<file path="src/hdl/rsd_pkg.sv">
// Shared constants and result codes for the RTP stream deframer.
package rsd_pkg;

  localparam logic [7:0] SYNC_FIRST  = 8'hFF;
  localparam logic [7:0] SYNC_SECOND = 8'hE1;
  localparam logic [7:0] MAGIC_R     = 8'h72;
  localparam logic [7:0] MAGIC_T     = 8'h74;
  localparam logic [7:0] MAGIC_P     = 8'h70;
  localparam logic [7:0] MAGIC_NUL   = 8'h00;

  localparam int unsigned POS_W     = 16;
  localparam logic [15:0] MIN_FRAME = 16'd20;

  localparam int unsigned KIND_W    = 2;
  localparam logic [1:0] KIND_DATA  = 2'd0;
  localparam logic [1:0] KIND_EMPTY = 2'd1;
  localparam logic [1:0] KIND_ERROR = 2'd2;

  // output tdata and tuser widths
  localparam int unsigned TDATA_W = 112;
  localparam int unsigned TUSER_W = 3;

endpackage

</file>
<file path="src/hdl/rtp_stream_deframer.sv">
// Framed RTP byte-stream deframer: sync hunt, header parse, payload output.
//
// Input: one received byte per transaction on s_axis (tdata = rx_byte).
// The block hunts for the sync pair FF E1, reads the little-endian frame
// length, checks the "rtp\0" tag, collects the 12-byte RTP fixed header and
// then passes each payload byte out on m_axis together with the header
// fields of its frame. tlast marks the final result of a frame; tuser holds
// the result kind and the first-byte flag. A frame of exactly 20 bytes gives
// one empty end result, a length below 20 one error result, after which
// hunting resumes.
// Throughput: one byte per clock; the byte is parsed in the cycle it is
// taken and its result is registered, so a result appears on m_axis in the
// cycle after the byte is accepted. Bytes that give no result just advance
// the parser. s_axis_tready stays high while the output register is empty
// or being drained; a stalled receiver holds the result and blocks input.
// Reset (rst_ni low, asynchronous) clears the parser to hunting, the held
// header fields to zero and drops any pending result.
module rtp_stream_deframer (
  input  logic                        clk_i,
  input  logic                        rst_ni,
  input  logic                        s_axis_tvalid,
  output logic                        s_axis_tready,
  input  logic [7:0]                  s_axis_tdata,   // [7:0] rx_byte
  output logic                        m_axis_tvalid,
  input  logic                        m_axis_tready,
  // [7:0] payload_byte, [23:8] sequence_number, [30:24] payload_type,
  // [62:31] time_stamp, [94:63] source_id, [110:95] payload_length, [111] 0
  output logic [rsd_pkg::TDATA_W-1:0] m_axis_tdata,
  // [1:0] kind, [2] first_flag
  output logic [rsd_pkg::TUSER_W-1:0] m_axis_tuser,
  output logic                        m_axis_tlast    // last_flag
);

  logic                      sync_q, sync_d;
  logic                      in_frame_q, in_frame_d;
  logic [rsd_pkg::POS_W-1:0] pos_q, pos_d;
  logic [15:0]               len_q, len_d;
  logic [15:0]               seq_q, seq_d;
  logic [6:0]                ptype_q, ptype_d;
  logic [31:0]               stamp_q, stamp_d;
  logic [31:0]               ssrc_q, ssrc_d;

  logic                      ovalid_q, ovalid_d;
  logic [rsd_pkg::TDATA_W-1:0] odata_q, odata_d;
  logic [rsd_pkg::TUSER_W-1:0] ouser_q, ouser_d;
  logic                      olast_q, olast_d;

  logic       accept;
  logic       res_valid;
  logic [1:0] res_kind;
  logic       res_first;
  logic       res_last;
  logic       res_hdr;
  logic [7:0] b;
  logic [7:0] magic;
  logic [15:0] pos_inc;
  logic [15:0] plen;

  assign b             = s_axis_tdata;
  assign s_axis_tready = !ovalid_q || m_axis_tready;
  assign accept        = s_axis_tvalid && s_axis_tready;
  assign pos_inc       = pos_q + 16'd1;

  always_comb begin
    case (pos_q[1:0])
      2'd0:    magic = rsd_pkg::MAGIC_R;
      2'd1:    magic = rsd_pkg::MAGIC_T;
      2'd2:    magic = rsd_pkg::MAGIC_P;
      default: magic = rsd_pkg::MAGIC_NUL;
    endcase
  end

  // parser: next state and the result caused by this byte
  always_comb begin
    sync_d     = sync_q;
    in_frame_d = in_frame_q;
    pos_d      = pos_q;
    len_d      = len_q;
    seq_d      = seq_q;
    ptype_d    = ptype_q;
    stamp_d    = stamp_q;
    ssrc_d     = ssrc_q;
    res_valid  = 1'b0;
    res_kind   = rsd_pkg::KIND_DATA;
    res_first  = 1'b0;
    res_last   = 1'b0;
    res_hdr    = 1'b1;

    if (!in_frame_q) begin
      if (sync_q) begin
        sync_d = 1'b0;
        if (b == rsd_pkg::SYNC_SECOND) begin
          in_frame_d = 1'b1;
          pos_d      = 16'd2;
          len_d      = 16'd0;
        end
      end else if (b == rsd_pkg::SYNC_FIRST) begin
        sync_d = 1'b1;
      end
    end else if (pos_q == 16'd2) begin
      len_d = {8'd0, b};
      pos_d = 16'd3;
    end else if (pos_q == 16'd3) begin
      len_d = {b, len_q[7:0]};
      pos_d = 16'd4;
    end else if (pos_q >= 16'd4 && pos_q <= 16'd7) begin
      if (b != magic) begin
        in_frame_d = 1'b0;
      end else if (pos_q == 16'd7 && len_q < rsd_pkg::MIN_FRAME) begin
        in_frame_d = 1'b0;
        res_valid  = 1'b1;
        res_kind   = rsd_pkg::KIND_ERROR;
        res_last   = 1'b1;
        res_hdr    = 1'b0;
      end else begin
        pos_d = pos_inc;
      end
    end else if (pos_q >= 16'd8 && pos_q < rsd_pkg::MIN_FRAME) begin
      if (pos_q == 16'd9) begin
        ptype_d = b[6:0];
      end else if (pos_q == 16'd10 || pos_q == 16'd11) begin
        seq_d = {seq_q[7:0], b};
      end else if (pos_q >= 16'd12 && pos_q <= 16'd15) begin
        stamp_d = {stamp_q[23:0], b};
      end else if (pos_q >= 16'd16) begin
        ssrc_d = {ssrc_q[23:0], b};
      end
      if (pos_q == 16'd19 && len_q == rsd_pkg::MIN_FRAME) begin
        in_frame_d = 1'b0;
        res_valid  = 1'b1;
        res_kind   = rsd_pkg::KIND_EMPTY;
        res_last   = 1'b1;
      end else begin
        pos_d = pos_inc;
      end
    end else begin
      // payload byte; pos + 1 cannot wrap before it reaches the length
      res_valid = 1'b1;
      res_kind  = rsd_pkg::KIND_DATA;
      res_first = (pos_q == rsd_pkg::MIN_FRAME);
      res_last  = (pos_inc >= len_q);
      if (res_last) begin
        in_frame_d = 1'b0;
      end else begin
        pos_d = pos_inc;
      end
    end
  end

  assign plen = len_q - rsd_pkg::MIN_FRAME;

  // header fields come from the updated registers, as the last header byte
  // of an empty frame lands in the source id
  always_comb begin
    if (res_hdr) begin
      odata_d = {1'b0, plen, ssrc_d, stamp_d, ptype_d, seq_d,
                 (res_kind == rsd_pkg::KIND_DATA) ? b : 8'd0};
    end else begin
      odata_d = '0;
    end
    ouser_d = {res_first, res_kind};
    olast_d = res_last;
    if (accept) begin
      ovalid_d = res_valid;
    end else if (m_axis_tready) begin
      ovalid_d = 1'b0;
    end else begin
      ovalid_d = ovalid_q;
    end
  end

  always_ff @(posedge clk_i or negedge rst_ni) begin
    if (!rst_ni) begin
      sync_q     <= 1'b0;
      in_frame_q <= 1'b0;
      pos_q      <= '0;
      len_q      <= '0;
      seq_q      <= '0;
      ptype_q    <= '0;
      stamp_q    <= '0;
      ssrc_q     <= '0;
      ovalid_q   <= 1'b0;
    end else begin
      ovalid_q <= ovalid_d;
      if (accept) begin
        sync_q     <= sync_d;
        in_frame_q <= in_frame_d;
        pos_q      <= pos_d;
        len_q      <= len_d;
        seq_q      <= seq_d;
        ptype_q    <= ptype_d;
        stamp_q    <= stamp_d;
        ssrc_q     <= ssrc_d;
      end
    end
  end

  always_ff @(posedge clk_i) begin
    if (accept && res_valid) begin
      odata_q <= odata_d;
      ouser_q <= ouser_d;
      olast_q <= olast_d;
    end
  end

  assign m_axis_tvalid = ovalid_q;
  assign m_axis_tdata  = odata_q;
  assign m_axis_tuser  = ouser_q;
  assign m_axis_tlast  = olast_q;

endmodule

</file>
<file path="config.mk">
export PLATFORM = sky130hd
export DESIGN_NAME = rtp_stream_deframer
export DESIGN_NICKNAME = d
export VERILOG_FILES = /design/src/hdl/rsd_pkg.sv /design/src/hdl/rtp_stream_deframer.sv
export SDC_FILE = /design/constraint.sdc
export NUM_CORES = 1
export LEC_CHECK = 0
export BUFFER_PORTS_ARGS = -buffer_cell sky130_fd_sc_hd__buf_2
export CORE_MARGIN = 4
export CORE_UTILIZATION = 58
export DETAILED_ROUTE_END_ITERATION = 12
export PLACE_DENSITY = 0.82
export SETUP_SLACK_MARGIN = 0.1
export SLEW_MARGIN = 20
export SYNTH_ARGS = -nofsm -noshare
export SYNTH_HDL_FRONTEND = slang
export SYNTH_SLANG_ARGS = --single-unit
</file>
<file path="constraint.sdc">
create_clock -name clk_i -period 5.5 [get_ports clk_i]
set_input_delay 1.65 -clock clk_i [delete_from_list [all_inputs] [get_ports clk_i]]
set_output_delay 1.65 -clock clk_i [all_outputs]
set_load 0.02 [all_outputs]
</file>
# Word level (Yosys, flattened, before mapping)
# Cells that the tools add are included.
word_totals:
  ff_bits: 238
  in_bits: 12
  output_inout_bits: 118
op_classes:
  addsub: 2
  n_lt_le_gt_ge: 9
  eq_ne: 20
  muxes: 85
  bitwise: 1
  reduce_logical: 22
ops:
  columns: ["operator", "count"]
  rows:
  - ["32-bit 2-to-1 mux", 17]
  - ["16-bit 2-to-1 mux", 23]
  - ["16-bit by 4-bit == test with 1-bit output (second input constant)", 3]
  - ["16-bit by 5-bit == test with 1-bit output (second input constant)", 3]
  - ["7-bit 2-to-1 mux", 6]
  - ["16-bit by 2-bit == test with 1-bit output (second input constant)", 2]
  - ["16-bit by 4-bit >= comparator with 1-bit output (second input constant)", 2]
  - ["16-bit by 5-bit < comparator with 1-bit output (second input constant)", 2]
  - ["1-bit 2-to-1 mux", 31]
  - ["7-bit case mux with 3 select lines", 1]
  - ["16-bit by 1-bit adder with 16-bit output (second input constant)", 1]
  - ["16-bit by 3-bit == test with 1-bit output (second input constant)", 1]
  - ["8-bit == test (second input constant)", 2]
  - ["16-bit >= comparator", 1]
  - ["16-bit by 3-bit >= comparator with 1-bit output (second input constant)", 1]
  - ["16-bit by 5-bit >= comparator with 1-bit output (second input constant)", 1]
  - ["16-bit by 3-bit less-or-equal comparator with 1-bit output (second input constant)", 1]
  - ["16-bit by 4-bit less-or-equal comparator with 1-bit output (second input constant)", 1]
  - ["16-bit by 5-bit subtractor with 16-bit output (second input constant)", 1]
  - ["2-bit 2-to-1 mux", 7]
  - ["6-bit inequality test (second input constant)", 2]
  - ["5-bit inequality test (second input constant)", 2]
  - ["8-bit inequality test", 1]
  - ["4-bit AND reduction", 2]
  - ["other kinds (14)", 25]

# Longest topological paths before layout
# Gate-level depths: netlist (run 1).
logic_depth:
  word_depth: 10
  depth_mapped: 15

# Worst setup path after synthesis (run 1)
# OpenSTA, ideal clock, no wires.
synth_path:
  path_kind: "input -> register"
  startpoint: "in s_axis_tdata[7]"
  endpoint: "reg odata_q, in the netlist m_axis_tdata[0], enable pin"
  arrival_time_ns: 4.701
  required_time_ns: 5.032
  slack_ns: 0.331
  stages: 6
  cell_sequence: "clkbuf_1 -> nor3_1 -> o211ai_1 -> nor4_1 -> o21ai_0 -> inv_1"
synth_via:
  elab_chain_cells: 7
synth_lines:
  columns: ["element", "line_no", "text"]
  rows:
  - ["start, declared", "rtp_stream_deframer.sv:23", "input logic [7:0] s_axis_tdata,"]
  - ["8-bit inequality test", "rtp_stream_deframer.sv:107", "if (b != magic) begin"]
  - ["1-bit 2-to-1 mux", "rtp_stream_deframer.sv:107", null]
  - ["1-bit 2-to-1 mux", "rtp_stream_deframer.sv:106", "end else if (pos_q >= 16'd4 && pos_q <= 16'd7) begin"]
  - ["1-bit 2-to-1 mux", "rtp_stream_deframer.sv:103", "end else if (pos_q == 16'd3) begin"]
  - ["1-bit 2-to-1 mux", "rtp_stream_deframer.sv:100", "end else if (pos_q == 16'd2) begin"]
  - ["1-bit 2-to-1 mux", "rtp_stream_deframer.sv:89", "if (!in_frame_q) begin"]
  - ["1-bit logical AND", "rtp_stream_deframer.sv:199", "if (accept && res_valid) begin"]
  - ["end signal, assigned", "rtp_stream_deframer.sv:200", "odata_q <= odata_d;"]
  - ["end, declared", "rtp_stream_deframer.sv:44", "logic [rsd_pkg::TDATA_W-1:0] odata_q, odata_d;"]
# No other way between the ends.
# A chain may end at the register's enable or synchronous reset.

# Final worst setup path (run 1)
layout_path:
  startpoint: "reg pos_q[4] (netlist bit)"
  endpoint: "reg pos_q[8] (netlist bit)"
layout_via:
  elab_chain_cells: 7
  elab_cells_between_ends: 28
  cone_classes: "1 x add/sub; 5 x order compare; 8 x eq/ne; 9 x mux; 5 x reduce/logical"
layout_lines:
  columns: ["element", "line_no", "text"]
  rows:
  - ["start, declared", "rtp_stream_deframer.sv:36", "logic [rsd_pkg::POS_W-1:0] pos_q, pos_d;"]
  - ["start signal, assigned", "rtp_stream_deframer.sv:188", "pos_q <= pos_d;"]
  - ["parallel branches: the longest is 7 deep, another holds 16-bit by 1-bit adder with 16-bit output", null, null]
# Parallel ways; which one is timed is not known. The select of a mux whose other input is x is not followed.

==> results of run 1 <==
-- layout make-up --
| type | instances | share of cell area [%] |
|---|---|---|
| Antenna cell | 2 | 0.0400 |
| Clock buffer | 31 | 5.26 |
| Clock inverter | 13 | 1.09 |
| Inverter | 25 | 0.771 |
| Multi-Input combinational cell | 627 | 32.5 |
| Sequential cell | 237 | 52.0 |
| Tap cell | 229 | 2.29 |
| Timing Repair Buffer | 140 | 5.96 |
-- power by group --
part | internal, µW | switching [µW] | leakage, µW
Combinational | 20.7 | 50.8 | 0.00238
Clock | 947 | 681 | 0.000393
Sequential | 1860 | 9.68 | 0.00252
Total | 2830 | 741 | 0.00528
-- registers in the layout (all words and copies together) (netlist names), 3 cells and up --
name,count
stamp_q,32
m_axis_tuser,3
ptype_q,7
pos_q,16
seq_q,16
ssrc_q,32
len_q,16
m_axis_tdata,111
-- worst max-delay path: stages, from the launching register on --
cell,delay (ns)
dfrtp_1,0.65
nand3_1,0.17
nor2_1,0.26
and4_1,0.30
nand3_1,0.18
or3_1,0.47
xnor2_1,0.15
ha_1,0.31
a21oi_1,0.16
o221ai_1,0.16
a211o_1,0.35
a211oi_2,0.58
a21oi_1,0.16
o22ai_1,0.16
-- cells in the mapped netlist (2+ instances only) --
master | number | share of area, %
a211o_1 | 4 | 0.32
a21o_1 | 3 | 0.21
a21oi_1 | 76 | 3.5
a22o_1 | 6 | 0.48
a31oi_1 | 2 | 0.11
and2_1 | 14 | 0.80
and3_1 | 6 | 0.34
and4_1 | 2 | 0.16
buf_1 | 4 | 0.14
buf_2 | 11 | 0.50
buf_4 | 3 | 0.21
buf_6 | 7 | 0.72
clkbuf_1 | 31 | 1.1
dfrtp_1 | 122 | 28
edfxtp_1 | 115 | 32
ha_1 | 23 | 2.6
inv_1 | 25 | 0.86
mux2_2 | 87 | 8.9
mux2i_1 | 23 | 2.1
nand2_1 | 159 | 5.4
nand2b_1 | 8 | 0.46
nand3_1 | 30 | 1.4
nand4_1 | 6 | 0.34
nor2_1 | 53 | 1.8
nor2_2 | 2 | 0.11
nor2b_1 | 2 | 0.11
nor3_1 | 10 | 0.46
nor4_1 | 7 | 0.40
nor4b_1 | 2 | 0.16
o211ai_1 | 4 | 0.27
o21a_1 | 2 | 0.14
o21ai_0 | 29 | 1.3
o311ai_0 | 4 | 0.32
o31ai_1 | 5 | 0.34
or2_2 | 2 | 0.11
or3_1 | 6 | 0.34
or4_1 | 5 | 0.34
or4_4 | 2 | 0.21
xnor2_1 | 18 | 1.4
xor2_1 | 6 | 0.48
-- routing by layer --
metal | vias up | track usage (%)
met5 | - | 0
met4 | 0 | 8.07
met3 | 68 | 4.30
met2 | 323 | 37.5
met1 | 3807 | 33.4
li1 | 3574 | -
-- stage by stage --
stage	std cells	setup WS, ns	hold slack (ns)	utilization [%]	cell area (µm²)
after detailed placement	1258	1.31	0.496	64.1	11700
after CTS	1302	1.41	0.511	68.4	12500
after global placement	1258	1.37	0.487	64.1	11700
after global routing	1303	0.994	0.522	68.4	12500
after floorplan	945	0.331	0.479	-	11000
final	1304	1.35	0.506	68.4	12500
-- cell usage in the layout (no fill, tap or decap), types with 3 or more instances in the layout --
cell type / netlist / routed
nand2_1: 159 / 159
buf_2: 11 / 127
dfrtp_1: 122 / 122
edfxtp_1: 115 / 115
mux2_2: 87 / 87
a21oi_1: 76 / 76
nor2_1: 53 / 52
nand3_1: 30 / 30
o21ai_0: 29 / 29
clkbuf_16: 0 / 25
inv_1: 25 / 24
mux2i_1: 23 / 23
ha_1: 23 / 23
xnor2_1: 18 / 18
and2_1: 14 / 13
buf_4: 3 / 12
nor3_1: 10 / 10
nand2b_1: 8 / 8
nor4_1: 7 / 7
clkinv_2: 0 / 7
nand4_1: 6 / 6
xor2_1: 6 / 6
or3_1: 6 / 6
and3_1: 6 / 6
a22o_1: 6 / 6
or4_1: 5 / 5
o31ai_1: 5 / 5
clkbuf_1: 31 / 5
o211ai_1: 4 / 4
a211o_1: 4 / 4
o311ai_0: 4 / 4
a21o_1: 3 / 3
nor2_2: 2 / 3
-- kinds of logic after synthesis --
logic type               Yosys count  synth area share, %
AND/OR/NAND/NOR                  323                 13.5
flip-flops                       237                 59.4
multiplexers                     110                 11.0
XOR/XNOR                          24                 1.92
adder cells (fa/ha/maj)           23                 2.63
other                              1               0.0342
buffers and inverters             81                 3.48
AO/OA/AOI/OAI                    146                 7.94
-- how the worst max path moves through the flow --
stage | cells after the start | startpoint | slack [ns] | to
final | 13 | pos_q[4] | 1.35 | pos_q[8]
after global routing | 13 | pos_q[4] | 0.99 | pos_q[13]
after CTS | 13 | pos_q[4] | 1.41 | pos_q[8]
after detailed placement | 7 | s_axis_tdata[6] | 1.31 | m_axis_tdata[94]
after global placement | 7 | s_axis_tdata[6] | 1.37 | m_axis_tdata[85]
after floorplan | 6 | s_axis_tdata[7] | 0.33 | m_axis_tdata[0]
==> results.py, run 1 <==
metrics = {
    "grt": {
        "grt_first_pass_wirelength_mm": 40.8,
        "grt_max_degree": 75,
        "grt_use_total_pct": 23.7,
        "antenna_found_initial": 1,
        "grt_pass1_vias": 7473,
        "gr-total-overflow": 0,
    },
    "drt": {
        "vias": 7772,
        "via_per_inst": 5.96,
        "routed.top_layer": "met4",
        "wirelength_met1_mm": 10.8,
        "antenna_left": 0,
        "drc": 0,
        "drt_iter0_markers": 646,
        "wl_mm": 25.5,
        "met3_length_mm": 1.75,
        "wl_per_cell_um": 19.6,
        "wl_met2_mm": 12.1,
        "dr.pass1.iters": 5,
    },
    "floorplanning": {
        "die_x_um": 145,
        "die_h_um": 145,
        "coreArea_mm2": 0.0183,
        "ioPinCount": 130,
        "die-area_mm2": 0.0211,
        "fp-row-count": 49,
        "start_util_pct": 59.9,
    },
    "cts": {
        "clockBufferDepth": 3,
        "cts_buffers": 24,
        "clkTransAtPathRegs_ns": 0.06,
        "cts-htree-levels": 1,
        "clk_latency_ns": 0.53,
        "holdBufCountCts": 0,
        "cts_root_buffer": "clkbuf_16",
        "cts_tree": "done",
        "post_cts_buffers": 0,
        "clock_sinks": 237,
        "cts_resized": 0,
    },
    "yosys": {
        "ys.flop_type": "dfrtp_1",
        "synth_edf_count": 115,
        "yosys_warnings": 0,
        "avgSynthCellArea_um2": 11.6,
        "ys_seq_elements": 237,
        "syn_nets": 980,
        "yosysUniqueCellTypes": 59,
        "synthArstFlopShare_pct": 51.5,
        "netlist_instances": 945,
        "synth_area_mm2": 0.0110,
        "synth-seq-area-share_pct": 59.4,
    },
    "layout": {
        "multiInputGateArea_mm2": 0.00407,
        "seq_area_mm2": 0.00651,
        "drive_gt1_share_pct": 26.3,
        "area_delta_synth_final_pct": 14.2,
        "fill_cells": 1295,
        "fin_nets": 1090,
    },
    "min_path": {
        "hp-class": "reg2reg",
        "holdPathStages": 1,
        "min_from": "ssrc_q[26]",
        "hold_end": "ssrc_q[26]",
    },
    "worst_setup_path": {
        "regToRegSetupSlack_ns": 1.35,
        "path_max_fanout": 16,
        "r2r_cells": 13,
        "cp.required_ns": 5.93,
        "critPathLaunchType": "flop",
        "r2r_start": "pos_q[4]",
        "r2r_end": "pos_q[8]",
        "critPathKind": "reg2reg",
        "worstPathArrival_ns": 4.58,
        "crit_path_end_kind": "flop",
    },
    "pwr": {
        "ir_drop_v": 0.000256,
        "p_leak_uw": 0.00528,
        "p_total_uw": 3570,
        "p_per_area_mw_per_mm2": 286,
    },
    "placement": {
        "io_buffers": 128,
        "place.gp.congestion": 0.858,
        "place_hpwl_mm": 16.9,
    },
    "timing": {
        "fin_crit_sh_pct": 75.4,
        "skew_ns": 0.0142,
        "drv_slew": 0,
        "setup_tns_ns": 0,
        "rsz0062_at_grt": "false",
        "setup_violations": 0,
        "max_slew_margin_pct": 27.1,
        "fmax_ghz": 0.241,
        "finalHoldViolations": 0,
        "period_minus_slack_ns": 4.15,
        "worst_pin_slew_ns": 1.08,
    },
    "flow_run": {
        "cap_violations": 0,
    },
    "status": {
        "status": "completed",
    },
}
Note: power is estimated with default switching activity, not from simulation.
==> inputs of run 2 (changes only) <==
Clock period 5.5 ns to 4.05 ns, I/O delays scaled along.
==> run 2 against run 1 <==
Against the previous run: critical path depth did not move; sequential power rose by 36%; power rose by 35%; worst setup slack got worse by 1.0 ns; clock-buffer cell count rose by 5; combinational power rose by 44%; die area did not move; largest cell class unchanged; clock power rose by 33%; first-iteration DRC count rose by 26%; global-route usage fell by 0.23 points.
==> results.py, run 2 (synthesis results as in run 1) <==
metrics = {
    "pwr": {
        "p_sw_uw": 967,
        "clkPwrFrac_pct": 45.1,
        "ir_drop_v": 0.000217,
        "pwr-share-comb_pct": 2.1,
        "p_seq_share_pct": 52.8,
        "internal_power_uw": 3850,
        "p_per_area_mw_per_mm2": 381,
        "p_total_uw": 4810,
        "p_leak_uw": 0.00536,
        "sw_frac_of_total_pct": 20.1,
    },
    "status": {
        "status": "completed",
    },
    "drt": {
        "drc": 0,
        "wl_mm": 25.2,
        "drt_iter0_markers": 812,
        "wl_per_cell_um": 19.1,
        "vias": 7834,
        "antenna_left": 0,
        "via_per_inst": 5.95,
        "dr.pass1.iters": 7,
    },
    "grt": {
        "grt_pass1_vias": 7463,
        "grt_max_degree": 105,
        "gr-total-overflow": 0,
        "antenna_found_initial": 1,
        "grt_first_pass_wirelength_mm": 40.3,
        "grt_use_total_pct": 23.4,
    },
    "worst_setup_path": {
        "critPathKind": "reg2reg",
        "crit_chain": "nand3_1 > nor2_1 > and4_1 > nand3_1 > or3_1 > xnor2_1 > ha_1 > a21oi_1 > o221ai_1 > a211o_1 > a21o_2 > nand2b_1 > o31ai_1",
        "slowest_stage": "or3_1",
        "r2r_cells": 13,
        "crit_path_end_kind": "flop",
        "cp.required_ns": 4.47,
        "worstPathArrival_ns": 4.13,
        "cpMostUsedCell": "nand3_1",
        "max_stage_delay_ns": 0.46,
        "critical_path_depth": 13,
        "cpLargestDelayFamily": "simple AND/OR/NAND/NOR gates",
        "path_max_fanout": 9,
        "cp_num_buf_inv": 0,
        "critPathLaunchType": "flop",
    },
    "floorplanning": {
        "die-area_mm2": 0.0211,
        "start_util_pct": 59.9,
        "fp-row-count": 49,
        "die_x_um": 145,
        "coreArea_mm2": 0.0183,
        "die_h_um": 145,
        "ioPinCount": 130,
    },
    "timing": {
        "fin_crit_sh_pct": 91.6,
        "fmax_ghz": 0.269,
        "setup_violations": 0,
        "worst_pin_slew_ns": 0.902,
        "drv_slew": 0,
        "rsz0062_at_grt": "false",
        "finalHoldViolations": 0,
        "max_slew_margin_pct": 39.4,
        "skew_ns": 0.0141,
        "period_minus_slack_ns": 3.71,
        "hold_ws_ns": 0.507,
    },
    "cts": {
        "clockBufferDepth": 3,
        "cts_root_buffer": "clkbuf_16",
        "cts_buffers": 24,
        "cts_tree": "done",
        "clk_latency_ns": 0.51,
        "clkTransAtPathRegs_ns": 0.07,
        "holdBufCountCts": 0,
        "clock_sinks": 237,
        "cts-htree-levels": 1,
    },
    "layout": {
        "final_cell_mix": "nand2_1 (159), buf_2 (127), dfrtp_1 (122)",
        "fin_nets": 1104,
        "final_util_pct": 69.2,
        "area_delta_synth_final_pct": 15.5,
        "fin_area_mm2": 0.0126,
        "drive_gt1_share_pct": 27.7,
        "final_cells": 1317,
        "fill_cells": 1292,
        "largest_reg_flops": 111,
        "final_common_cell": "nand2_1",
    },
    "placement": {
        "place_hpwl_mm": 16.7,
        "io_buffers": 128,
        "place.gp.congestion": 0.968,
        "placed_cells": 1272,
        "dpl_cell_area_mm2": 0.0119,
    },
    "min_path": {
        "holdPathStages": 1,
        "hp-class": "reg2reg",
    },
    "flow_run": {
        "cap_violations": 0,
    },
}
## run 2: final timing paths
kind,start,end,slack [ns]
setup / recovery,pos_q[5],pos_q[15],0.34
hold / removal,stamp_q[30],stamp_q[30],0.51
setup reg to reg,pos_q[5],pos_q[15],0.34
hold reg to reg,stamp_q[30],stamp_q[30],0.51
max in group asynchronous,rst_ni,pos_q[11],2.54
min in group asynchronous,rst_ni,stamp_q[28],0.76
## run 2: metrics by stage
| step | setup slack (ns) | TNS, ns |
|---|---|---|
| 2_1_floorplan | -0.111 | -12.82 |
| 3_3_place_gp | 0.478 | 0 |
| 3_5_place_dp | 0.326 | 0 |
| 4_1_cts | 0.355 | 0 |
| 5_1_grt | 0.116 | 0 |
| 6_report | 0.339 | 0 |
## run 2: layer usage
layer | global-route usage, % | part of all wire [%]
met1 | 32.5 | 41
met2 | 38.9 | 49
met3 | 3.39 | 7.2
met4 | 7.03 | 2.3
met5 | 0 | 0
## run 2: timing repair
item	CTS	global route
setup buffers	0	0
resized for setup	0	3
endpoints found under the setup margin	0	7
## run 2: layout make-up
type	count	area, µm²	share of cell area [%]
timing repair buffer	154	876	6.92
clock inverter	8	71.3	0.564
multi-input combinational	627	4090	32.3
sequential	237	6510	51.4
clock buffer	36	717	5.67
antenna	1	2.50	0.0198
tap	229	287	2.27
inverter	25	97.6	0.772
## run 2: power groups by stage
stage	logic, µW	clock network [µW]	registers (µW)
after floorplan	44.8	0	2580
after global placement	100	0	2590
after detailed placement	104	0	2590
after CTS	104	2200	2540
after global routing	115	2320	2540
final	103	2170	2540
==> inputs of run 3 (changes only) <==
Settings changed: ABC_AREA from default to 1, CORE_UTILIZATION 58 to 60, PLACE_DENSITY 0.82 to 0.84.
==> run 3 against run 2 <==
Against the previous run: sequential cell count is the same; clock skew shrank 0.0035 ns; global-route usage grew 2.9 points; design area grew 15%; clock power grew 11%; critical endpoint is now pos_q[6]; largest power group unchanged.
==> results.py, run 3 <==
metrics = {
    "layout": {
        "final_common_cell": "nand2_1",
        "drive_gt1_share_pct": 14.3,
        "largest_reg_flops": 111,
        "area_delta_synth_final_pct": 12.4,
        "fill_cells": 1609,
        "fin_nets": 1705,
        "final_cell_mix": "nand2_1 (490), o21ai_0 (225), inv_1 (177)",
    },
    "timing": {
        "worst_pin_slew_ns": 1.05,
        "setup_tns_ns": 0,
        "setup_violations": 0,
        "fin_crit_sh_pct": 81.6,
        "skew_ns": 0.0106,
        "drv_slew": 0,
        "period_minus_slack_ns": 3.31,
        "finalHoldViolations": 0,
        "rsz0062_at_grt": "false",
        "fmax_ghz": 0.303,
        "max_slew_margin_pct": 29.8,
        "hold_ws_ns": 0.479,
    },
    "worst_setup_path": {
        "critPathLaunchType": "flop",
        "cpLargestDelayFamily": "simple AND/OR/NAND/NOR gates",
        "cpMostUsedCell": "nand2_1",
        "worstPathArrival_ns": 3.72,
        "critPathKind": "reg2reg",
        "max_stage_delay_ns": 0.48,
        "r2r_start": "pos_q[0]",
        "regToRegSetupSlack_ns": 0.74,
        "r2r_cells": 17,
        "slowest_stage": "dfrtp_1",
        "cp_num_buf_inv": 3,
        "r2r_end": "pos_q[6]",
        "cp.required_ns": 4.46,
        "crit_path_end_kind": "flop",
        "path_max_fanout": 10,
        "crit_chain": "ha_1 > nand2_1 > nor2_1 > inv_1 > nor2_1 > nand3_1 > xor2_1 > inv_1 > ha_1 > nand2_1 > nor3_1 > nand2_1 > nand4_1 > nand3_4 > buf_4 > nand4_1 > nand2_1",
    },
    "yosys": {
        "yosysMostFrequentCell": "nand2_1",
        "synth-seq-area-share_pct": 50.2,
        "ys.flop_type": "dfrtp_1",
        "yosysUniqueCellTypes": 42,
        "synthArstFlopShare_pct": 51.5,
        "synth_edf_count": 115,
        "yosys.area.top_type": "edfxtp_1",
        "ys_seq_elements": 237,
        "syn_nets": 1617,
        "yosys_warnings": 0,
        "avgSynthCellArea_um2": 8.19,
        "yosys-top-cells-area": "edfxtp_1 (27%), dfrtp_1 (24%), nand2_1 (14%), o21ai_0 (8.7%), inv_1 (5.2%)",
        "synth_area_mm2": 0.0130,
        "synth_top_area_share_pct": 26.6,
        "synth_commonest_cells": "nand2_1 (493), o21ai_0 (225), inv_1 (179)",
        "netlist_instances": 1582,
    },
    "pwr": {
        "pwr-share-comb_pct": 30.4,
        "internal_power_uw": 5240,
        "p_seq_share_pct": 40.1,
        "p_per_area_mw_per_mm2": 557,
        "ir_drop_v": 0.000378,
        "clkPwrFrac_pct": 29.5,
        "p_sw_uw": 2880,
        "sw_frac_of_total_pct": 35.5,
        "p_leak_uw": 0.00653,
    },
    "cts": {
        "cts_buffers": 25,
        "cts_root_buffer": "clkbuf_16",
        "clock_sinks": 237,
        "cts_resized": 0,
        "holdBufCountCts": 0,
        "cts-htree-levels": 1,
        "cts_tree": "done",
        "clkTransAtPathRegs_ns": 0.06,
        "clockBufferDepth": 3,
        "clk_latency_ns": 0.53,
        "post_cts_buffers": 0,
    },
    "drt": {
        "wl_per_cell_um": 16.4,
        "via_per_inst": 5.56,
        "drc": 0,
        "drt_iter0_markers": 1061,
        "antenna_left": 0,
        "wl_mm": 32.2,
        "vias": 10900,
        "dr.pass1.iters": 6,
    },
    "floorplanning": {
        "die-area_mm2": 0.0240,
        "fp-row-count": 53,
        "start_util_pct": 61.3,
        "coreArea_mm2": 0.0212,
        "die_h_um": 155,
        "die_x_um": 155,
        "ioPinCount": 130,
    },
    "min_path": {
        "holdPathStages": 2,
        "hold_end": "seq_q[11]",
        "hp-class": "reg2reg",
        "min_from": "seq_q[11]",
    },
    "grt": {
        "grt_use_total_pct": 26.3,
        "grt_pass1_vias": 10200,
        "gr-total-overflow": 0,
        "grt_first_pass_wirelength_mm": 52.1,
        "grt_max_degree": 129,
        "antenna_found_initial": 1,
    },
    "placement": {
        "place.gp.congestion": 0.914,
        "place_hpwl_mm": 21.4,
        "io_buffers": 128,
    },
    "status": {
        "status": "completed",
    },
    "flow_run": {
        "cap_violations": 0,
    },
}
[run 3: worst max-delay path by stage]
stage / startpoint / end / cells after the start / slack [ns]
finish: pos_q[0] / pos_q[6] / 17 / 0.74
global placement: s_axis_tdata[5] / m_axis_tdata[18] / 11 / 0.78
global route: pos_q[0] / in_frame_q / 16 / 0.42
floorplan: s_axis_tdata[4] / m_axis_tdata[0] / 9 / 0.06
detailed placement: s_axis_tdata[6] / m_axis_tdata[18] / 10 / 0.71
CTS: pos_q[0] / pos_q[6] / 17 / 0.76
[run 3: through the flow]
step	area, µm²	total power [µW]	utilization (%)	worst slack [ns]	instances
6_report	14600	8120	68.9	0.745	1966
5_1_grt	14600	8610	68.9	0.421	1965
4_1_cts	14600	8140	68.8	0.756	1964
3_5_place_dp	13700	5730	64.8	0.707	1918
3_3_place_gp	13700	5650	64.8	0.778	1918
2_1_floorplan	13000	5090	-	0.0613	1582
[run 3: worst reg2reg max path, cell delays in order (launching register included)]
cell	delay, ns
dfrtp_1	0.48
ha_1	0.34
nand2_1	0.15
nor2_1	0.24
inv_1	0.09
nor2_1	0.15
nand3_1	0.10
xor2_1	0.18
inv_1	0.07
ha_1	0.29
nand2_1	0.07
nor3_1	0.25
nand2_1	0.08
nand4_1	0.14
nand3_4	0.16
buf_4	0.26
nand4_1	0.08
nand2_1	0.06
[run 3: power by group through the flow]
stage          combinational, µW  sequential (µW)  clock (µW)
2_1_floorplan               1800             3300           0
3_3_place_gp                2360             3280           0
3_5_place_dp                2440             3290           0
4_1_cts                     2460             3250        2420
5_1_grt                     2790             3290        2520
6_report                    2470             3260        2400
[run 3: layout make-up]
type / instances / area [µm²] / area share [%]
sequential: 237 / 6510 / 44.7
multi-input combinational: 1075 / 5340 / 36.7
timing repair buffer: 144 / 801 / 5.50
inverter: 187 / 712 / 4.89
clock buffer: 35 / 693 / 4.76
tap: 275 / 344 / 2.36
clock inverter: 11 / 163 / 1.12
antenna: 2 / 5.00 / 0.0344
[run 3: kinds of logic after synthesis]
family,Yosys count,share of synthesized area [%]
adders and majority gates,23,2.22
other,1,0.0289
DFF,237,50.2
buffers and inverters,270,8.67
xor gates and xnor gates,18,1.22
AOI/OAI and AO/OA,284,12.0
and+or+nand+nor,749,25.7
[run 3: layer usage]
metal,wire [µm],global-route usage [%],vias to the layer above
li1,-,-,5310
met3,2310,3.59,63
met1,13400,37.0,5098
met5,0,0,-
met4,921,7.70,0
met2,15600,43.1,458
